===== config.mk =====
export PLATFORM = sky130hd
export DESIGN_NAME = dmx512_rdm_receiver
export DESIGN_NICKNAME = d
export VERILOG_FILES = /design/src/rtl/dmxrdm_pkg.sv /design/src/rtl/dmxrdm_cfg.sv /design/src/rtl/dmxrdm_core.sv /design/src/rtl/dmx512_rdm_receiver.sv
export SDC_FILE = /design/constraint.sdc
export NUM_CORES = 1
export LEC_CHECK = 0
export ABC_CLOCK_PERIOD_IN_PS = 3600
export BUFFER_PORTS_ARGS = -buffer_cell sky130_fd_sc_hd__buf_2
export CAP_MARGIN = 5
export CORE_UTILIZATION = 59
export CTS_CLUSTER_DIAMETER = 60
export CTS_CLUSTER_SIZE = 40
export DETAILED_ROUTE_END_ITERATION = 8
export GPL_TIMING_DRIVEN = 0
export PLACE_DENSITY = 0.85
export SETUP_SLACK_MARGIN = 0.2
export SYNTH_ARGS = -nofsm -noshare
export SYNTH_HDL_FRONTEND = slang
export SYNTH_HIERARCHICAL = 1
export SYNTH_SLANG_ARGS = --single-unit

===== constraint.sdc =====
create_clock -name clock -period 3.6 [get_ports clock]
set_input_delay 0.54 -clock clock [delete_from_list [all_inputs] [get_ports clock]]
set_output_delay 0.54 -clock clock [all_outputs]
set_load 0.02 [all_outputs]

===== src/rtl/dmxrdm_pkg.sv =====
package dmxrdm_pkg;

   // Device window and universe geometry.
   localparam int WINDOW_SLOTS     = 4;
   localparam int UNIVERSE_SLOTS   = 512;
   localparam int RDM_BUFFER_BYTES = 64;
   localparam int START_MAX        = UNIVERSE_SLOTS - WINDOW_SLOTS;

   // Field widths.
   localparam int ADDR_W      = 9;
   localparam int UID_W       = 48;
   localparam int COUNT_W     = 16;
   localparam int SUM_W       = 16;
   localparam int SLOT_IDX_W  = 2;
   localparam int RDM_IDX_W   = 6;
   localparam int CSR_IDX_W   = 2;
   localparam int REQ_DATA_W  = 16;
   localparam int REQ_USER_W  = 2;
   localparam int RSP_DATA_W  = 32;

   // Start codes.
   localparam logic [7:0] SC_DMX = 8'h00;
   localparam logic [7:0] SC_RDM = 8'hCC;
   localparam logic [7:0] SC_SUB = 8'h01;

   // Register indexes.
   localparam logic [CSR_IDX_W-1:0] CSR_START_ADDRESS = 2'd0;
   localparam logic [CSR_IDX_W-1:0] CSR_OWN_UID       = 2'd1;

   typedef enum logic [1:0] {
      MODE_BYTE      = 2'd0,
      MODE_MIN_BREAK = 2'd1,
      MODE_EDGE      = 2'd2,
      MODE_ACK       = 2'd3
   } mode_type;

   typedef enum logic [2:0] {
      ERR_NONE         = 3'd0,
      ERR_OVERRUN      = 3'd1,
      ERR_FRAMING      = 3'd2,
      ERR_BAD_START    = 3'd3,
      ERR_DMX_PENDING  = 3'd4,
      ERR_BAD_SUB      = 3'd5,
      ERR_BAD_CHECKSUM = 3'd6,
      ERR_RDM_OVERRUN  = 3'd7
   } err_type;

   typedef enum logic [5:0] {
      PH_WAIT   = 6'b000001,
      PH_VERIFY = 6'b000010,
      PH_LEN_OK = 6'b000100,
      PH_START  = 6'b001000,
      PH_DMX    = 6'b010000,
      PH_RDM    = 6'b100000
   } phase_type;

   typedef struct packed {
      mode_type   mode;
      logic [7:0] rx_byte;
      logic       framing_error;
      logic       overrun_error;
      logic       clear_dmx_ready;
      logic       clear_rdm_ready;
   } in_item_type;

   typedef struct packed {
      err_type               error_code;
      logic                  slot_write;
      logic [SLOT_IDX_W-1:0] slot_index;
      logic [7:0]            slot_value;
      logic                  rdm_write;
      logic [RDM_IDX_W-1:0]  rdm_index;
      logic [7:0]            rdm_byte;
      logic                  dmx_ready;
      logic                  rdm_ready;
   } out_item_type;

endpackage


===== src/rtl/dmxrdm_cfg.sv =====
module dmxrdm_cfg
   import dmxrdm_pkg::*;
(
   input  logic                 clock,
   input  logic                 reset,
   input  logic                 csr_we,
   input  logic [CSR_IDX_W-1:0] csr_index,
   input  logic [UID_W-1:0]     csr_wdata,
   output logic [ADDR_W-1:0]    start_address,
   output logic [UID_W-1:0]     own_uid
);

   logic [ADDR_W-1:0] start_ff, start_in;
   logic [UID_W-1:0]  uid_ff, uid_in;
   logic [ADDR_W-1:0] wr_addr;

   // An out-of-range start address falls back to the first slot.
   always_comb begin
      wr_addr  = csr_wdata[ADDR_W-1:0];
      start_in = start_ff;
      uid_in   = uid_ff;
      if (csr_we) begin
         case (csr_index)
            CSR_START_ADDRESS: begin
               if (wr_addr == '0 || wr_addr > ADDR_W'(START_MAX)) begin
                  start_in = ADDR_W'(1);
               end else begin
                  start_in = wr_addr;
               end
            end
            CSR_OWN_UID: uid_in = csr_wdata;
            default: ;
         endcase
      end
   end

   always_ff @(posedge clock) begin
      if (reset) begin
         start_ff <= ADDR_W'(1);
         uid_ff   <= '0;
      end else begin
         start_ff <= start_in;
         uid_ff   <= uid_in;
      end
   end

   assign start_address = start_ff;
   assign own_uid       = uid_ff;

endmodule


===== src/rtl/dmxrdm_core.sv =====
module dmxrdm_core
   import dmxrdm_pkg::*;
(
   input  logic              clock,
   input  logic              reset,
   input  logic              step_en,
   input  in_item_type       item,
   input  logic [ADDR_W-1:0] start_address,
   input  logic [UID_W-1:0]  own_uid,
   output out_item_type      result
);

   phase_type            phase_ff, phase_in;
   logic [COUNT_W-1:0]   count_ff, count_in;
   logic [7:0]           len_ff, len_in;
   logic [SUM_W-1:0]     sum_ff, sum_in;
   logic [7:0]           hi_ff, hi_in;
   logic                 dmx_ff, dmx_in;
   logic                 rdm_ff, rdm_in;

   logic [7:0]           b;
   logic [ADDR_W:0]      last_slot;
   logic [COUNT_W-1:0]   slot_off;
   logic                 in_window;
   logic [7:0]           uid_sel;
   logic [ADDR_W-1:0]    len_plus;
   logic                 inc;

   // Window bounds and the expected UID byte for the current position.
   always_comb begin
      b         = item.rx_byte;
      last_slot = {1'b0, start_address} + (ADDR_W + 1)'(WINDOW_SLOTS - 1);
      slot_off  = count_ff - COUNT_W'(start_address);
      in_window = (count_ff >= COUNT_W'(start_address)) &&
                  (count_ff <= COUNT_W'(last_slot));
      len_plus  = {1'b0, len_ff} + ADDR_W'(1);
      case (count_ff[3:0])
         4'd3:    uid_sel = own_uid[47:40];
         4'd4:    uid_sel = own_uid[39:32];
         4'd5:    uid_sel = own_uid[31:24];
         4'd6:    uid_sel = own_uid[23:16];
         4'd7:    uid_sel = own_uid[15:8];
         4'd8:    uid_sel = own_uid[7:0];
         default: uid_sel = '0;
      endcase
   end

   // Per-word state update and result.
   always_comb begin
      phase_in = phase_ff;
      count_in = count_ff;
      len_in   = len_ff;
      sum_in   = sum_ff;
      hi_in    = hi_ff;
      dmx_in   = dmx_ff;
      rdm_in   = rdm_ff;
      result   = '0;
      inc      = 1'b0;

      case (item.mode)
         MODE_BYTE: begin
            if (item.framing_error) begin
               // A zero byte with a framing error is the start of a break.
               if (b == 8'h00) begin
                  phase_in = PH_VERIFY;
                  count_in = '0;
               end else begin
                  phase_in          = PH_WAIT;
                  result.error_code = ERR_FRAMING;
               end
            end else if (item.overrun_error) begin
               phase_in          = PH_WAIT;
               result.error_code = ERR_OVERRUN;
            end else begin
               inc = 1'b1;
               case (phase_ff)
                  PH_START: begin
                     if (b == SC_DMX) begin
                        if (dmx_ff) begin
                           phase_in          = PH_WAIT;
                           result.error_code = ERR_DMX_PENDING;
                           inc               = 1'b0;
                        end else begin
                           phase_in = PH_DMX;
                        end
                     end else if (b == SC_RDM) begin
                        if (rdm_ff) begin
                           phase_in          = PH_WAIT;
                           result.error_code = ERR_RDM_OVERRUN;
                           inc               = 1'b0;
                        end else begin
                           // The start code opens a fresh sum.
                           phase_in         = PH_RDM;
                           sum_in           = {8'h00, b};
                           result.rdm_write = 1'b1;
                           result.rdm_index = count_ff[RDM_IDX_W-1:0];
                           result.rdm_byte  = b;
                        end
                     end else begin
                        phase_in          = PH_WAIT;
                        result.error_code = ERR_BAD_START;
                        inc               = 1'b0;
                     end
                  end
                  PH_DMX: begin
                     if (in_window) begin
                        result.slot_write = 1'b1;
                        result.slot_index = slot_off[SLOT_IDX_W-1:0];
                        result.slot_value = b;
                        if (count_ff == COUNT_W'(last_slot)) begin
                           dmx_in   = 1'b1;
                           phase_in = PH_WAIT;
                        end
                     end
                  end
                  PH_RDM: begin
                     if (count_ff <= COUNT_W'(8)) begin
                        // Header: sub start code, length, destination UID.
                        if (count_ff == COUNT_W'(1) && b != SC_SUB) begin
                           phase_in          = PH_WAIT;
                           result.error_code = ERR_BAD_SUB;
                        end else if (count_ff == COUNT_W'(2) &&
                                     b > 8'(RDM_BUFFER_BYTES)) begin
                           len_in            = b;
                           phase_in          = PH_WAIT;
                           result.error_code = ERR_RDM_OVERRUN;
                        end else if (count_ff >= COUNT_W'(3) && uid_sel != b) begin
                           phase_in = PH_WAIT;
                        end else begin
                           if (count_ff == COUNT_W'(2)) begin
                              len_in = b;
                           end
                           result.rdm_write = 1'b1;
                           result.rdm_index = count_ff[RDM_IDX_W-1:0];
                           result.rdm_byte  = b;
                           sum_in           = sum_ff + {8'h00, b};
                        end
                     end else if (count_ff < COUNT_W'(len_ff)) begin
                        result.rdm_write = 1'b1;
                        result.rdm_index = count_ff[RDM_IDX_W-1:0];
                        result.rdm_byte  = b;
                        sum_in           = sum_ff + {8'h00, b};
                     end else if (count_ff == COUNT_W'(len_ff)) begin
                        hi_in = b;
                     end else if (count_ff == COUNT_W'(len_plus)) begin
                        phase_in = PH_WAIT;
                        if ({hi_ff, b} == sum_ff) begin
                           rdm_in = 1'b1;
                        end else begin
                           result.error_code = ERR_BAD_CHECKSUM;
                        end
                     end
                  end
                  default: ;
               endcase
               if (inc) begin
                  count_in = count_ff + COUNT_W'(1);
               end
            end
         end
         MODE_MIN_BREAK: begin
            if (phase_ff == PH_VERIFY) begin
               phase_in = PH_LEN_OK;
            end
         end
         MODE_EDGE: begin
            // An edge before the minimum break time aborts the break.
            if (phase_ff == PH_LEN_OK) begin
               phase_in = PH_START;
            end else if (phase_ff == PH_VERIFY) begin
               phase_in = PH_WAIT;
            end
         end
         MODE_ACK: begin
            if (item.clear_dmx_ready) begin
               dmx_in = 1'b0;
            end
            if (item.clear_rdm_ready) begin
               rdm_in = 1'b0;
            end
         end
         default: ;
      endcase

      result.dmx_ready = dmx_in;
      result.rdm_ready = rdm_in;
   end

   always_ff @(posedge clock) begin
      if (reset) begin
         phase_ff <= PH_WAIT;
         count_ff <= '0;
         len_ff   <= '0;
         sum_ff   <= '0;
         hi_ff    <= '0;
         dmx_ff   <= 1'b0;
         rdm_ff   <= 1'b0;
      end else if (step_en) begin
         phase_ff <= phase_in;
         count_ff <= count_in;
         len_ff   <= len_in;
         sum_ff   <= sum_in;
         hi_ff    <= hi_in;
         dmx_ff   <= dmx_in;
         rdm_ff   <= rdm_in;
      end
   end

endmodule


===== src/rtl/dmx512_rdm_receiver.sv =====
// DMX512 / RDM receive front end.
// The req_ channel carries one UART byte or line event per word: req_tuser
// holds the event kind, req_tdata the byte and its UART flags. Breaks, start
// codes, DMX slots of the device window and RDM packet headers are decoded
// here. Every accepted word yields exactly one rsp_ word with the error code,
// an optional slot write, an optional RDM buffer write and both ready flags.
// The csr_ port writes the start address (index 0) and the own UID
// (index 1); write it only while no words are in flight.
// An accepted word goes into the input register, is decoded and lands in
// the output register, which drives rsp_tvalid, as soon as that register is
// free. Throughput is one word per cycle while rsp_tready stays high; the
// state update between the input and output registers is combinational.
// When the rsp_ side stalls, the output register holds its word and the input
// register still takes one more word; req_tready then drops until rsp_tready
// returns. Reset (synchronous) empties both registers, returns the receiver
// to waiting for a break, clears both ready flags, sets the start address to
// 1 and the UID to zero.
module dmx512_rdm_receiver
   import dmxrdm_pkg::*;
(
   input  logic                  clock,
   input  logic                  reset,
   input  logic                  req_tvalid,
   output logic                  req_tready,
   // rx_byte[7:0], framing_error[8], overrun_error[9], clear_dmx_ready[10],
   // clear_rdm_ready[11], zero fill [15:12]
   input  logic [REQ_DATA_W-1:0] req_tdata,
   // mode[1:0]
   input  logic [REQ_USER_W-1:0] req_tuser,
   output logic                  rsp_tvalid,
   input  logic                  rsp_tready,
   // error_code[2:0], slot_write[3], slot_index[5:4], slot_value[13:6],
   // rdm_write[14], rdm_index[20:15], rdm_byte[28:21], dmx_ready[29],
   // rdm_ready[30], zero fill [31]
   output logic [RSP_DATA_W-1:0] rsp_tdata,
   input  logic                  csr_we,
   input  logic [CSR_IDX_W-1:0]  csr_index,
   input  logic [UID_W-1:0]      csr_wdata
);

   logic              in_valid_ff, in_valid_in;
   in_item_type       in_item_ff, in_item_in;
   logic              out_valid_ff, out_valid_in;
   out_item_type      out_item_ff;
   out_item_type      step_result;
   logic              advance;
   logic              step_en;
   logic [ADDR_W-1:0] start_address;
   logic [UID_W-1:0]  own_uid;

   dmxrdm_cfg u_cfg (
      .clock         (clock),
      .reset         (reset),
      .csr_we        (csr_we),
      .csr_index     (csr_index),
      .csr_wdata     (csr_wdata),
      .start_address (start_address),
      .own_uid       (own_uid)
   );

   dmxrdm_core u_core (
      .clock         (clock),
      .reset         (reset),
      .step_en       (step_en),
      .item          (in_item_ff),
      .start_address (start_address),
      .own_uid       (own_uid),
      .result        (step_result)
   );

   // Handshake: the output register frees up when empty or being taken.
   assign advance    = !out_valid_ff || rsp_tready;
   assign step_en    = in_valid_ff && advance;
   assign req_tready = !in_valid_ff || advance;

   // Unpack the request word.
   always_comb begin
      in_item_in.mode            = mode_type'(req_tuser);
      in_item_in.rx_byte         = req_tdata[7:0];
      in_item_in.framing_error   = req_tdata[8];
      in_item_in.overrun_error   = req_tdata[9];
      in_item_in.clear_dmx_ready = req_tdata[10];
      in_item_in.clear_rdm_ready = req_tdata[11];
      in_valid_in  = req_tready ? req_tvalid : in_valid_ff;
      out_valid_in = advance ? in_valid_ff : out_valid_ff;
   end

   // Input and output valid flags.
   always_ff @(posedge clock) begin
      if (reset) begin
         in_valid_ff  <= 1'b0;
         out_valid_ff <= 1'b0;
      end else begin
         in_valid_ff  <= in_valid_in;
         out_valid_ff <= out_valid_in;
      end
   end

   // Payload registers.
   always_ff @(posedge clock) begin
      if (req_tvalid && req_tready) begin
         in_item_ff <= in_item_in;
      end
      if (step_en) begin
         out_item_ff <= step_result;
      end
   end

   assign rsp_tvalid = out_valid_ff;
   assign rsp_tdata  = {1'b0,
                        out_item_ff.rdm_ready,
                        out_item_ff.dmx_ready,
                        out_item_ff.rdm_byte,
                        out_item_ff.rdm_index,
                        out_item_ff.rdm_write,
                        out_item_ff.slot_value,
                        out_item_ff.slot_index,
                        out_item_ff.slot_write,
                        out_item_ff.error_code};

   // A word never writes both a slot and an RDM byte.
   a_one_write: assert property (@(posedge clock) disable iff (reset)
      rsp_tvalid |-> !(out_item_ff.slot_write && out_item_ff.rdm_write))
      else $error("slot and RDM write in the same word");

   // An error word carries no write.
   a_err_no_write: assert property (@(posedge clock) disable iff (reset)
      (rsp_tvalid && out_item_ff.error_code != ERR_NONE) |->
         (!out_item_ff.slot_write && !out_item_ff.rdm_write))
      else $error("write reported together with an error");

   // A decoded word shows up on the result side in the next cycle.
   a_step_out: assert property (@(posedge clock) disable iff (reset)
      step_en |=> rsp_tvalid)
      else $error("decoded word lost");

endmodule

Word level (Yosys, flattened, before mapping)

Index checks and enable logic that the tools add are counted.

Bitwise gates (word level): 8
Multiplexer cells: 89
Order comparisons: 7
Add/sub/neg operators: 5
Eq/ne operators: 43
Reduce and logical (&&, ||, !) cells: 29

Operator list:

| cell                                                                | count |
|---|---|
| two-way mux 16 bit                                                  | 12 |
| two-way mux 15 bit                                                  | 8 |
| two-way mux 6 bit                                                   | 17 |
| one-hot mux 8 bit (6 select lines)                                  | 1 |
| two-way mux 3 bit                                                   | 13 |
| one-hot mux 6 bit (3 select lines)                                  | 2 |
| one-hot mux 16 bit (2 select lines)                                 | 1 |
| one-hot mux 15 bit (2 select lines)                                 | 1 |
| two-way mux 8 bit                                                   | 3 |
| two-way mux 1 bit                                                   | 23 |
| adder 16 x 1 -> 16 bit (second input constant)                      | 1 |
| adder 16 x 8 -> 16 bit                                              | 1 |
| == test 16 x 1 -> 1 bit (second input constant)                     | 1 |
| == test 16 x 10 -> 1 bit                                            | 1 |
| == test 16 bit                                                      | 1 |
| == test 16 x 2 -> 1 bit (second input constant)                     | 1 |
| == test 16 x 8 -> 1 bit                                             | 1 |
| == test 16 x 9 -> 1 bit                                             | 1 |
| == test 4 x 3 -> 1 bit (second input constant)                      | 4 |
| greater-or-equal comparator 16 x 2 -> 1 bit (second input constant) | 1 |
| greater-or-equal comparator 16 x 9 -> 1 bit                         | 1 |
| <= comparator 16 x 10 -> 1 bit                                      | 1 |
| <= comparator 16 x 4 -> 1 bit (second input constant)               | 1 |
| less-than comparator 16 x 8 -> 1 bit                                | 1 |
| 50 further kinds                                                    | 83 |

Bits in registers: 160
Logic and storage cells: 207

Logic depth before layout (Yosys ltp)

Gate-level depths: netlist (run 1).

Word-level depth: 12
Gate-level depth with buffers: 13
Depth with buffers taken out: 12

Modules after synthesis

The synthesis (run 1) kept the hierarchy.

Modules (own cells, without submodules):

| module              | cells each | area each (um^2) | seq. area each (um^2) | times used |
|---|---|---|---|---|
| dmxrdm_core         | 709        | 5489.0           | 1121.1                | 1 |
| dmxrdm_cfg          | 265        | 2142.1           | 1141.1                | 1 |
| dmx512_rdm_receiver | 57         | 1466.4           | 1391.3                | 1 |

Worst setup path after synthesis (run 1)

OpenSTA, ideal clock, no wires.

Kind: register -> register
From: register u_core.count_ff[1]
To: register out_item_ff, in the netlist rsp_tdata[17] (data pin)
Path slack: 0.658 ns
Library setup time: 0.257 ns
Data arrival time: 2.685 ns
Stages on the path, launching flop included: 13
Data required time: 3.343 ns
Buffers on the path: 2
Cell sequence: dfxtp_1 inv_1 ha_1 buf_2 a22oi_1 a21oi_1 o21a_1 o2111a_1 a31oi_1 o21ai_1 a21oi_1 buf_2 nor2b_1

Cells in the longest elaborated chain, start to end: 9
Elaborated cells on any way between the ends: 22
Those cells by class: order compare: 3; eq/ne: 9; mux: 7; reduce/logical: 3

RTL lines:

| item                                        | RTL line                   | text |
|---|---|---|
| start, declared                             | dmxrdm_core.sv:14          | `logic [COUNT_W-1:0] count_ff, count_in;` |
| start signal, assigned                      | dmxrdm_core.sv:200         | `count_ff <= count_in;` |
| == test 4 bit, or another cell as far along | dmxrdm_core.sv:37          | `case (count_ff[3:0])` |
| one-hot mux 8 bit (6 select lines)          | dmxrdm_core.sv:37          |  |
| != test 8 bit                               | dmxrdm_core.sv:127         | `end else if (count_ff >= COUNT_W'(3) && uid_sel != b) begin` |
| logical AND 1 bit                           | dmxrdm_core.sv:127         |  |
| two-way mux 15 bit                          | dmxrdm_core.sv:127         |  |
| two-way mux 15 bit                          | dmxrdm_core.sv:122         | `end else if (count_ff == COUNT_W'(2) &&` |
| two-way mux 15 bit                          | dmxrdm_core.sv:119         | `if (count_ff == COUNT_W'(1) && b != SC_SUB) begin` |
| two-way mux 15 bit *                        | dmxrdm_core.sv:117         | `if (count_ff <= COUNT_W'(8)) begin` |
| one-hot mux 15 bit (2 select lines) *       | dmxrdm_core.sv:76          | `case (phase_ff)` |
| end signal, assigned                        | dmx512_rdm_receiver.sv:105 | `out_item_ff <= step_result;` |
| end, declared                               | dmx512_rdm_receiver.sv:44  | `out_item_type out_item_ff;` |

Every way passes the cells marked *; elsewhere a longest branch is shown, timed or not.
A chain may end at the register's enable or synchronous reset.

Worst setup path in the final report (run 1)

Same ends and word-level chain as after synthesis.

==> reports/metrics.cfg, run 1 <==
[pwr]
p_per_area_mw_per_mm2=392
irDropWorstVdd_mv=0.311
p_leak_nw=4.17

[sta]
drv_slew=0
finalHoldViolCount=0
fin_crit_sh_pct=91.8
worst_pin_slew_ns=0.810
holdWs_ns=0.280
rsz0062_at_grt=true
clock_skew_ns=0.00634
relSlewSlack_pct=46.0
final-setup-viol-count=0
fmax_ghz=0.302
period_needed_ns=3.31

[yosys]
synth_seq_cells=160
synthDistinctLibCells=84
synth.yosys.warnings=6
syn_avg_cell_area_um2=8.82
synth_cells=1031
synth_area_mm2=0.00910
synth_edf_count=45
synth_common_cells=144 x nand2_1, 115 x dfxtp_1, 91 x a21oi_1
netlist.area_leader.share_pct=25.3
synthFlopType=dfxtp_1
async_reset_ff_share_pct=0
synthTopCellsByArea=dfxtp_1 25%, edfxtp_1 15%, ha_1 6.3%, nand2_1 5.9%, a21oi_1 5.0%
post-synth-top-count-cell=nand2_1
ys_seq_area_share_pct=40.2
synth_nets=1152
yosysTopAreaCell=dfxtp_1

[finish]
nFillCells=1150
layout-drive-gt1-share_pct=16.5
stdcell_area_mm2=0.0105
finalNetCount=1272
area_delta_synth_final_pct=15.6
regArea_mm2=0.00366
num_antenna_cells=0
multiInputGateArea_mm2=0.00505

[grt]
antenna_found_initial=0
grt_max_degree=35
grt_pass1_wl_mm=38.8
grt-ovfl-total=0
grt_pass1_vias=7830
track_usage_pct=31.0

[floorplan]
boundaryPins=107
fp.dieW_um=126
num_rows=45
die-height_um=126
start_util_pct=60.1
fp.coreArea_mm2=0.0151
dieArea_mm2=0.0159

[worst_setup_path]
r2r_cells=12
r2r_end=rsp_tdata[17]
required_ns=3.78
cp.arrival_ns=3.48
crit_type=reg -> reg
r2r_setup_slack_ns=0.29
path_max_fanout=10
r2r-start=u_core/count_ff[1]
cp-start-kind=flop
end_kind=flop

[flow_run]
maxCapViolCount=0

[route]
route.detailed.drc=0
drt-total-wl_mm=23.9
wire_per_inst_um=17.7
first_pass_iters=6
vias=8436
initialDrtViolationCount=954
ant_nets=0
viasPerCell=6.24

[cts]
cts_sinks=160
cts_tree=yes
cts_buffers=17
cts.clk_slew.worst_paths_ns=0.06
clk-insertion-delay-late_ns=0.43
cts_max_level=4
cts_buffer_depth=2
clockRootBuffer=clkbuf_16

[hold_path]
min_to=in_item_ff[0]
min_from=req_tdata[11]
hp-class=in -> reg
min_path_cells=1

[placement]
place_congestion=0.976
post_dp_cell_area_mm2=0.00984
portBuffers=101
dp_hpwl_mm=17.2

[run_status]
status=finished, final reports clean

==> placed cells by master, fill, tap and decap left out, drive strengths merged, types with 5 or more instances in the layout <==
| cell | count |
|---|---|
| nor2b | 18 |
| nor3b | 11 |
| a2111oi | 6 |
| dfxtp | 115 |
| xor2 | 19 |
| a31oi | 9 |
| nor2 | 73 |
| o2111ai | 10 |
| xnor2 | 26 |
| inv | 44 |
| clkbuf | 55 |
| nand3 | 39 |
| and3 | 10 |
| o211ai | 6 |
| a21o | 10 |
| o21ai | 26 |
| nand4b | 6 |
| and4b | 8 |
| edfxtp | 45 |
| or3 | 11 |
| nand4 | 17 |
| a311oi | 10 |
| a211oi | 5 |
| mux2i | 26 |
| o21a | 10 |
| a22oi | 9 |
| nand2 | 144 |
| buf | 131 |
| nor4 | 16 |
| nand3b | 13 |
| a21oi | 93 |
| nand2b | 12 |
| nor3 | 25 |
| ha | 46 |
==> worst max path at each step <==
stage          depth (start not counted)                  end                from
2_1_floorplan                         12        rsp_tdata[17]  u_core/count_ff[1]
3_3_place_gp                          12        rsp_tdata[15]  u_core/count_ff[1]
3_5_place_dp                          12        rsp_tdata[17]  u_core/count_ff[1]
4_1_cts                               11     u_core/len_ff[7]  u_core/count_ff[0]
5_1_grt                                9  u_core/count_ff[14]       in_item_ff[4]
6_report                              12        rsp_tdata[17]  u_core/count_ff[1]
==> worst max-delay path, cell delays in order (launching register included) <==
cell	delay, ns
dfxtp_2	0.47
inv_1	0.16
ha_2	0.26
buf_2	0.21
a22oi_1	0.20
a21oi_1	0.12
o21a_1	0.19
o2111a_1	0.28
a31oi_2	0.37
o21ai_1	0.16
a21oi_2	0.27
buf_2	0.26
nor2b_1	0.08
==> report_power, final <==
part	total, mW	switching [mW]	internal [mW]	leakage, nW
Clock	1.87	0.734	1.14	0.313
Combinational	0.316	0.202	0.114	2.49
Sequential	1.94	0.0370	1.90	1.36
==> metal layers <==
layer	vias up	GRT usage, %	wire length [µm]
met5	-	0	0
met4	0	14.7	871
met3	73	5.31	1930
met2	449	49.3	10800
met1	3943	41.0	10300
li1	3971	-	-
==> repair_timing <==
action / in CTS / in global routing
pin swaps: 0 / 1
resized for setup: 4 / 10
endpoints found under the setup margin: 35 / 50
hold buffers: 0 / 0
setup buffers: 0 / 0
==> cell type report <==
type	count	share of cell area (%)
plain buffers	61	2.75
clock buffers	24	5.19
clock inverters	8	0.797
inverters	40	1.43
multi-input cells	770	48.0
flip-flops and latches	160	34.8
well taps	188	2.24
repair buffers	101	4.81
==> stage by stage <==
stage	std cells	util (%)	power (mW)	setup slack [ns]	setup TNS [ns]
floorplan	1031	-	2.15	0.658	0
finish	1352	69.4	4.13	0.293	0
global placement	1320	65.0	2.27	-0.0523	-0.471
global route	1352	69.4	4.26	0.173	0
detailed placement	1320	65.0	2.28	-0.0985	-0.716
CTS	1352	69.2	4.13	0.206	0
==> flip-flops by register name, summed over array words and instances, names as in the netlist <==
register	cells
u_cfg/own_uid	48
u_core/count_ff	16
u_core/phase_ff	6
u_core/sum_ff	16
u_core/hi_ff	8
u_core/rdm_ff	1
u_core/len_ff	8
in_item_ff	14
u_cfg/start_address	9
in_valid_ff	1
rsp_tvalid	1
u_core/dmx_ff	1
rsp_tdata	31
==> cells by family (layout without fill, tap and decap cells) <==
| logic type | after synthesis | after routing | synth area share (%) |
|---|---|---|---|
| AOI/OAI and AO/OA | 229 | 229 | 17.1 |
| xor gates and xnor gates | 45 | 45 | 4.33 |
| adders and majority gates | 48 | 48 | 6.77 |
| buffers and inverters | 101 | 234 | 4.83 |
| DFF | 160 | 160 | 40.2 |
| muxes | 27 | 27 | 2.98 |
| other | 1 | 1 | 0.0412 |
| and+or+nand+nor | 420 | 420 | 23.8 |
No activity file was read; power rests on OpenSTA's default activity.
==> run 2, diff against run 1 <==
Settings changed: ABC_CLOCK_PERIOD_IN_PS 3600 to 2800, CORE_UTILIZATION 59 to 53, PLACE_DENSITY 0.85 to 0.8.
Clock period 3.6 ns to 2.8 ns, I/O delays scaled along.
==> reports/metrics.cfg, run 2 (synthesized netlist as in run 1, its figures left out) <==
[run_status]
status=finished with violations
violations=negative setup slack

[finish]
layout-drive-gt1-share_pct=34.1  ; +18 points
final_cell_mix=140 x nand2_1, 112 x buf_2, 104 x dfxtp_1
layout_commonest_cell=nand2_1
num_antenna_cells=0  ; unchanged
area_delta_synth_final_pct=36.0
stdcell_count=1460  ; +8.0%
nFillCells=1040  ; -9.6%
stdcell_area_mm2=0.0124  ; +18%
largest_reg_flops=48  ; unchanged
final_util_pct=74.4  ; +4.9 points
finalNetCount=1348  ; +6.0%

[hold_path]
min_to=in_item_ff[9]
min_from=req_tdata[5]
min_path_cells=1  ; unchanged
hp-class=in -> reg

[sta]
rsz0062_at_grt=true
worst_slack_ns=-0.209  ; -0.502 ns
final-setup-viol-count=34  ; +34
relSlewSlack_pct=50.2  ; +4.3 points
clock_skew_ns=0.0143  ; +0.00798 ns
drv_slew=0  ; unchanged
fin_crit_sh_pct=107  ; +16 points
finalHoldViolCount=0  ; unchanged
worst_pin_slew_ns=0.747  ; -0.0639 ns
holdWs_ns=0.160  ; -0.120 ns
fmax_ghz=0.332  ; +9.9%
period_needed_ns=3.01  ; -0.298 ns

[worst_setup_path]
cp.arrival_ns=3.33  ; -0.15 ns
cp_slowest_stage_delay_ns=0.42  ; -0.05 ns
cp.depth=13  ; +1
required_ns=3.13  ; -0.65 ns
r2r_setup_slack_ns=-0.21  ; -0.50 ns
path_buf_inv=4  ; +1
r2r_end=u_core/sum_ff[6]
cp_slowest_cell=dfxtp_4
crit_family=compound AO/OA/AOI/OAI gates
r2r_cells=13  ; +1
cp-start-kind=flop
path_max_fanout=8  ; -2
crit_type=reg -> reg
worstPathCellList=inv_8 -> ha_4 -> buf_8 -> buf_4 -> a22oi_1 -> o22a_1 -> a21oi_1 -> a211oi_4 -> a31oi_4 -> o21ai_4 -> buf_6 -> a21oi_2 -> a311oi_1
r2r-start=u_core/count_ff[0]
cp-startpoint=u_core/count_ff[0]
end_kind=flop

[floorplan]
start_util_pct=54.7  ; -5.4 points
die-height_um=133  ; +5.4%
fp.coreArea_mm2=0.0166  ; +9.9%
dieArea_mm2=0.0177  ; +11%
boundaryPins=107  ; unchanged
num_rows=47  ; +4.4%
fp.dieW_um=133  ; +5.4%

[route]
vias=9396  ; +11%
wire_per_inst_um=20.8  ; +18%
first_pass_iters=6  ; unchanged
viasPerCell=6.44  ; +3.1%
ant_nets=0  ; unchanged
route.detailed.drc=0  ; unchanged
drt-total-wl_mm=30.3  ; +27%
initialDrtViolationCount=1107  ; +16%

[cts]
cts_buffers=17  ; unchanged
clockRootBuffer=clkbuf_16
clk-insertion-delay-late_ns=0.44  ; about the same
cts_buffer_depth=2  ; unchanged
cts_max_level=4  ; unchanged
cts_tree=yes
cts_hold_buf=0  ; unchanged
cts.clk_slew.worst_paths_ns=0.07  ; about the same
cts_sinks=160  ; unchanged

[pwr]
p_per_area_mw_per_mm2=444  ; +13%
p_leak_nw=4.84  ; +16%
irDropWorstVdd_mv=0.439  ; +41%

[grt]
grt_pass1_wl_mm=41.6  ; +7.2%
grt_pass1_vias=8122  ; +3.7%
grt_max_degree=35  ; unchanged
grt-ovfl-total=0  ; unchanged
antenna_found_initial=0  ; unchanged
track_usage_pct=29.8  ; -1.1 points

[flow_run]
maxCapViolCount=0  ; unchanged

[placement]
post_dp_cell_area_mm2=0.00998  ; +1.4%
portBuffers=101  ; unchanged
placed_cells=1352  ; +2.4%
dp_hpwl_mm=17.5  ; +1.7%
post-place-ws_ns=-0.526  ; -0.427 ns
place_congestion=0.932  ; -4.5%

==> run 2: area by class of cell <==
cell class / count / area (µm²) / area share [%]
inverter: 40 / 168 / 1.35
clock buffer: 26 / 543 / 4.39
sequential: 160 / 3690 / 29.8
multi-input combinational: 770 / 6010 / 48.6
tap: 220 / 275 / 2.22
buffer: 61 / 433 / 3.50
clock inverter: 6 / 91.3 / 0.738
timing repair buffer: 177 / 1170 / 9.42
==> run 2: stage by stage <==
step	setup TNS [ns]	total power, mW
4_1_cts	0	5.42
5_1_grt	-3.68	5.64
2_1_floorplan	0	2.77
6_report	-2.22	5.50
3_5_place_dp	-14.39	2.93
3_3_place_gp	-12.25	2.92
==> run 2: timing repair <==
action / CTS / global route
setup endpoints to repair: 85 / 84
resized for setup: 139 / 150
setup buffers: 40 / 30
gates cloned: 4 / 2
pin swaps: 36 / 82
==> run 2: metal layers <==
| metal | track usage (%) | wire [µm] | up-vias |
|---|---|---|---|
| met3 | 5.56 | 2990 | 195 |
| met2 | 48.9 | 14200 | 718 |
| met4 | 13.3 | 1720 | 0 |
| met1 | 38.3 | 11400 | 4349 |
| li1 | - | - | 4134 |
| met5 | 0 | 0 | - |
==> run 2: power by group <==
group	switching (mW)	internal, mW	total, mW
Combinational	0.327	0.205	0.532
Clock	0.954	1.53	2.48
Sequential	0.0489	2.44	2.48
==> run 2: worst max path at each step <==
stage	endpoint
finish	u_core/sum_ff[6]
global route	u_core/phase_ff[4]
global placement	u_core/count_ff[12]
CTS	u_core/phase_ff[3]
detailed placement	u_core/count_ff[14]
floorplan	u_core/phase_ff[4]
